$ cat src/rtl/pffia_pkg.sv
`default_nettype none
// ----------------------------------------------------------------------------
// pffia_pkg: shared types for the preferred-start first-fit allocator
// Transaction payloads and the control bundle that drives the cell ring.
// ----------------------------------------------------------------------------
package pffia_pkg;

  typedef struct packed {
    logic [31:0] preferred_start;
    logic [23:0] duration;
  } req_t;

  typedef struct packed {
    logic        granted;
    logic [31:0] grant_start;
    logic [31:0] grant_end;
  } rsp_t;

  typedef struct packed {
    logic shift;  // every cell takes its neighbor's entry
    logic init;   // reload the single initial free interval
  } cell_ctl_t;

endpackage
`default_nettype wire

$ cat src/rtl/pffia_cell.sv
`default_nettype none
// ----------------------------------------------------------------------------
// pffia_cell: one slot of the free-interval ring
// Holds one free interval and passes it toward the head on each shift.
// ----------------------------------------------------------------------------
module pffia_cell #(
  parameter int AW    = 32,
  parameter bit FIRST = 1'b0
) (
  input  wire                   clk,
  input  wire                   rst,
  input  pffia_pkg::cell_ctl_t  ctl,
  input  wire  [AW-1:0]         init_hi,
  input  wire                   nxt_valid,
  input  wire  [AW-1:0]         nxt_lo,
  input  wire  [AW-1:0]         nxt_hi,
  output logic                  valid,
  output logic [AW-1:0]         lo,
  output logic [AW-1:0]         hi
);
  import pffia_pkg::*;

  always_ff @(posedge clk) begin
    if (rst || ctl.init) begin
      // only the first slot starts with an interval, [1, space end], if that end is nonzero
      valid <= FIRST && (init_hi != '0);
      lo    <= AW'(1);
      hi    <= init_hi;
    end else if (ctl.shift) begin
      valid <= nxt_valid;
      lo    <= nxt_lo;
      hi    <= nxt_hi;
    end
  end

endmodule
`default_nettype wire

$ cat config.mk
export PLATFORM = sky130hd
export DESIGN_NAME = pffia_cell
export DESIGN_NICKNAME = d
export VERILOG_FILES = /design/src/rtl/pffia_pkg.sv /design/src/rtl/pffia_cell.sv
export SDC_FILE = /design/constraint.sdc
export NUM_CORES = 1
export LEC_CHECK = 0
export ABC_AREA = 0
export BUFFER_PORTS_ARGS = -buffer_cell sky130_fd_sc_hd__buf_2
export CAP_MARGIN = 30
export CORE_AREA = 4 4 81 83
export DETAILED_ROUTE_END_ITERATION = 6
export DIE_AREA = 0 0 85 87
export GPL_TIMING_DRIVEN = 0
export PLACE_DENSITY_LB_ADDON = 0.05
export SYNTH_ARGS = -nofsm -noshare
export SYNTH_HDL_FRONTEND = slang
export SYNTH_SLANG_ARGS = --single-unit
$ cat constraint.sdc
create_clock -name clk -period 3.7 [get_ports clk]
set_input_delay 0.185 -clock clk [delete_from_list [all_inputs] [get_ports clk]]
set_output_delay 0.185 -clock clk [all_outputs]
set_load 0.03 [all_outputs]
* After elaboration in Yosys (flattened, before gate mapping) *
Cells that the tools add are included.

storage, ports and cells
  logic and storage cells = 7
  input port bits = 101
  flip-flop bits (word level) = 65

operators by class
  multiplexer cells = 2
  reduce and logical (&&, ||, !) cells = 2

operators by type and width
  cell                number
  two-way mux 32 bit  2
  nonzero test 2 bit  1
  logical OR 1 bit    1

* Depth between registers and ports, before layout *
  depth after elaboration = 2
  gate-level depth with buffers = 4

* Worst setup path before layout *
No wires, ideal clock.

  path type = input to register
  start point = input port ctl[1] (netlist name)
  end point = register hi[0], enable pin
  setup slack = 2.279 ns
  required time = 3.355 ns
  data arrival time = 1.076 ns
  cell stages on the path = 2
  path through = buf_4 or3_2

between the ends
  word-level cells in the longest chain between the ends = 1

RTL lines
  what                          line              RTL
  start: declaration            pffia_cell.sv:12  input pffia_pkg::cell_ctl_t ctl,
  nonzero test 2 bit (no line)  -
  end signal: assignment        pffia_cell.sv:28  hi <= init_hi;
  end signal: assignment        pffia_cell.sv:32  hi <= nxt_hi;
  end: declaration              pffia_cell.sv:19  output logic [AW-1:0] hi

No other way between the ends.
A chain may end at the register's enable or synchronous reset.

* Worst setup path in the final report *
  start point = input port ctl[1] (netlist name)
  end point = register hi[5], enable pin

Same word-level chain as after synthesis.

==> metrics.csv <==
stage,metric,value,unit
floorplan,die_y,87,um
floorplan,num_io_pins,166,
sta,fin_crit_sh,32.8,%
pwr,switchingPower,441,uW
synth,synth_cell_types,15,
synth,yosys_warnings,0,
route,wl,6010,um
floorplan,dieArea,7400,um2
synth,netlist_area,2620,um2
synth,ys_seq_elements,65,
finish,fillers,493,
finish,multi_input_area,877,um2
sta,fmax,823,MHz
run_status,status,completed,
sta,clock_skew,0,ps
floorplan,coreArea,5850,um2
pwr,swShare,26.9,%
global_routing,grt_util_all_layers,16.6,%
sta,setup_viol,0,
clock_tree,cts_made_buffers,9,
hold_path,min_to,lo[0],
placed_design,io_buffers,164,
sta,setup_tns,0,ps
route,detail-route-antenna-nets,0,
job,max-cap-violations,0,
setup_path,cp_max_fo,32,
route,routed_via_density,4.48,
pwr,powerDensity,443,nW/um2
finish,drive_gt1_share,64.4,%
route,first_iter_violations,56,
clock_tree,clock_sinks,65,
setup_path,critPathSlowestCell,or3_2,
finish,area_growth,41.0,%
global_routing,gr-total-overflow,0,
global_routing,grt_pass1_wl,9410,um
sta,rsz0062_at_grt,no,
setup_path,critPathTopFamily,simple AND/OR/NAND/NOR gates,
route,drt_first_pass_iters,4,
floorplan,num_rows,28,
setup_path,regToRegSetupSlack,3030,ps
synth,syn_nets,278,
clock_tree,h-tree-depth,3,
setup_path,worst_path_largest_cell_delay,830,ps
setup_path,path_cells,"buf_4, or3_2",
placed_design,post-dp-hpwl,4700,um
pwr,p_int,1200,uW
finish,layout_common_cells,"164 x buf_2, 33 x mux2i_1, 33 x dfxtp_1",
pwr,clkPwrFrac,31.0,%
global_routing,grt_max_degree,33,
global_routing,grt_pass1_vias,2028,
finish,utilization,63.2,%
finish,fin_nets,453,
setup_path,rr_worst_depth,2,
setup_path,worstPathRequired,3660,ps
clock_tree,cts_tree,built,
setup_path,critPathBufInv,1,
sta,worst_slew_pin_slew,731,ps
pwr,leakagePower,0.00181,uW
hold_path,hold_path_depth,3,
clock_tree,cts_hold_buffers,0,
clock_tree,clk_path_buf_depth,2,
clock_tree,clk_latency,330,ps
placed_design,gp_congestion,0.679,
synth,syn_inst,177,
global_routing,antenna_found_initial,0,
synth,yosysSeqAreaShare,61.8,%
setup_path,cp.arrival,1170,ps
route,drc,0,
setup_path,critPathCaptureType,flop,
setup_path,reg2reg_from,lo[30],
finish,antenna-diode-count,0,
hold_path,hp-class,in -> reg,
setup_path,critPathKind,in -> reg,
setup_path,cp-start-kind,input port,
finish,final_common_cell,buf_2,
pwr,ir_drop,0.255,mV
pwr,combPwrFrac,18.8,%
floorplan,initial_core_util,44.8,%
sta,slew_headroom,51.3,%
setup_path,r2r-end,lo[30],
route,wl_per_cell,13.9,um
route,vias,1937,
sta,drv_slew,0,
synth,synth_area_per_cell,14.8,um2
floorplan,die_w,85,um
clock_tree,root_buffer,clkbuf_8,
clock_tree,post-cts-setup-buffer-count,0,
sta,period_needed,1210,ps
clock_tree,cts_resized,0,
pwr,seqPwrFrac,50.2,%
finish,seqCellArea,1620,um2
clock_tree,clk_pin_slew,70,ps
hold_path,min_from,nxt_lo[0],
sta,timing.final.hold_violations,0,
[synth_stat cells]
master | number | area (um2)
nor2_4 | 2 | 22.5
nand2_1 | 1 | 3.75
mux2_4 | 2 | 30.0
buf_8 | 2 | 30.0
buf_4 | 4 | 30.0
or3_2 | 1 | 7.51
dfxtp_1 | 33 | 661
buf_12 | 1 | 20.0
nor2_1 | 22 | 82.6
nor2_2 | 9 | 56.3
mux2_2 | 30 | 338
edfxtp_1 | 32 | 961
or2_1 | 1 | 6.26
buf_6 | 4 | 45.0
mux2i_1 | 33 | 330
[how the worst max path moves through the flow]
stage	start	end	slack, ps	cells past startpoint
floorplan	ctl[1]	hi[0]	2280	2
global placement	ctl[1]	hi[10]	2150	2
detailed placement	ctl[1]	hi[10]	2130	2
CTS	ctl[1]	hi[5]	2480	2
global route	ctl[1]	hi[6]	2450	2
finish	ctl[1]	hi[5]	2490	2
[registers in the layout, indices dropped and copies added, names as in the netlist]
signal and flops:
valid 1, lo 32, hi 32
[final cells by class]
class | instances | share of cell area [%]
Buffer | 11 | 3.38
Clock buffer | 15 | 4.23
Clock inverter | 1 | 0.135
Multi-Input combinational cell | 101 | 23.7
Sequential cell | 65 | 43.8
Tap cell | 75 | 2.54
Timing Repair Buffer | 164 | 22.2
[kinds of logic after synthesis]
| logic type | after synthesis | synth area share (%) |
|---|---|---|
| buf+inv | 11 | 4.77 |
| flops | 65 | 61.8 |
| mux | 65 | 26.6 |
| simple gates | 36 | 6.82 |
[power by group through the flow]
| stage | clock [uW] | combinational (uW) | sequential (uW) |
|---|---|---|---|
| floorplan | 0 | 91.4 | 945 |
| global placement | 0 | 309 | 837 |
| detailed placement | 0 | 313 | 838 |
| CTS | 524 | 314 | 823 |
| global route | 559 | 331 | 828 |
| finish | 508 | 309 | 822 |
[per-stage QoR]
stage / total power, uW / instances / worst slack (ps) / area [um2] / hold slack, ps
5_1_grt: 1720 / 432 / 2450 / 3700 / 70.2
3_5_place_dp: 1150 / 416 / 2130 / 3540 / 418
2_1_floorplan: 1040 / 177 / 2280 / 2620 / 312
3_3_place_gp: 1150 / 416 / 2150 / 3540 / 409
4_1_cts: 1660 / 432 / 2480 / 3700 / 66.0
6_report: 1640 / 432 / 2490 / 3700 / 86.7
[per-layer routing]
layer	global-route usage [%]	wire [um]	up-vias
li1	-	-	975
met1	18.0	2310	843
met2	27.1	2810	104
met3	8.61	732	15
met4	7.63	153	0
met5	0	0	-
Power figures use the tool's default switching activity.
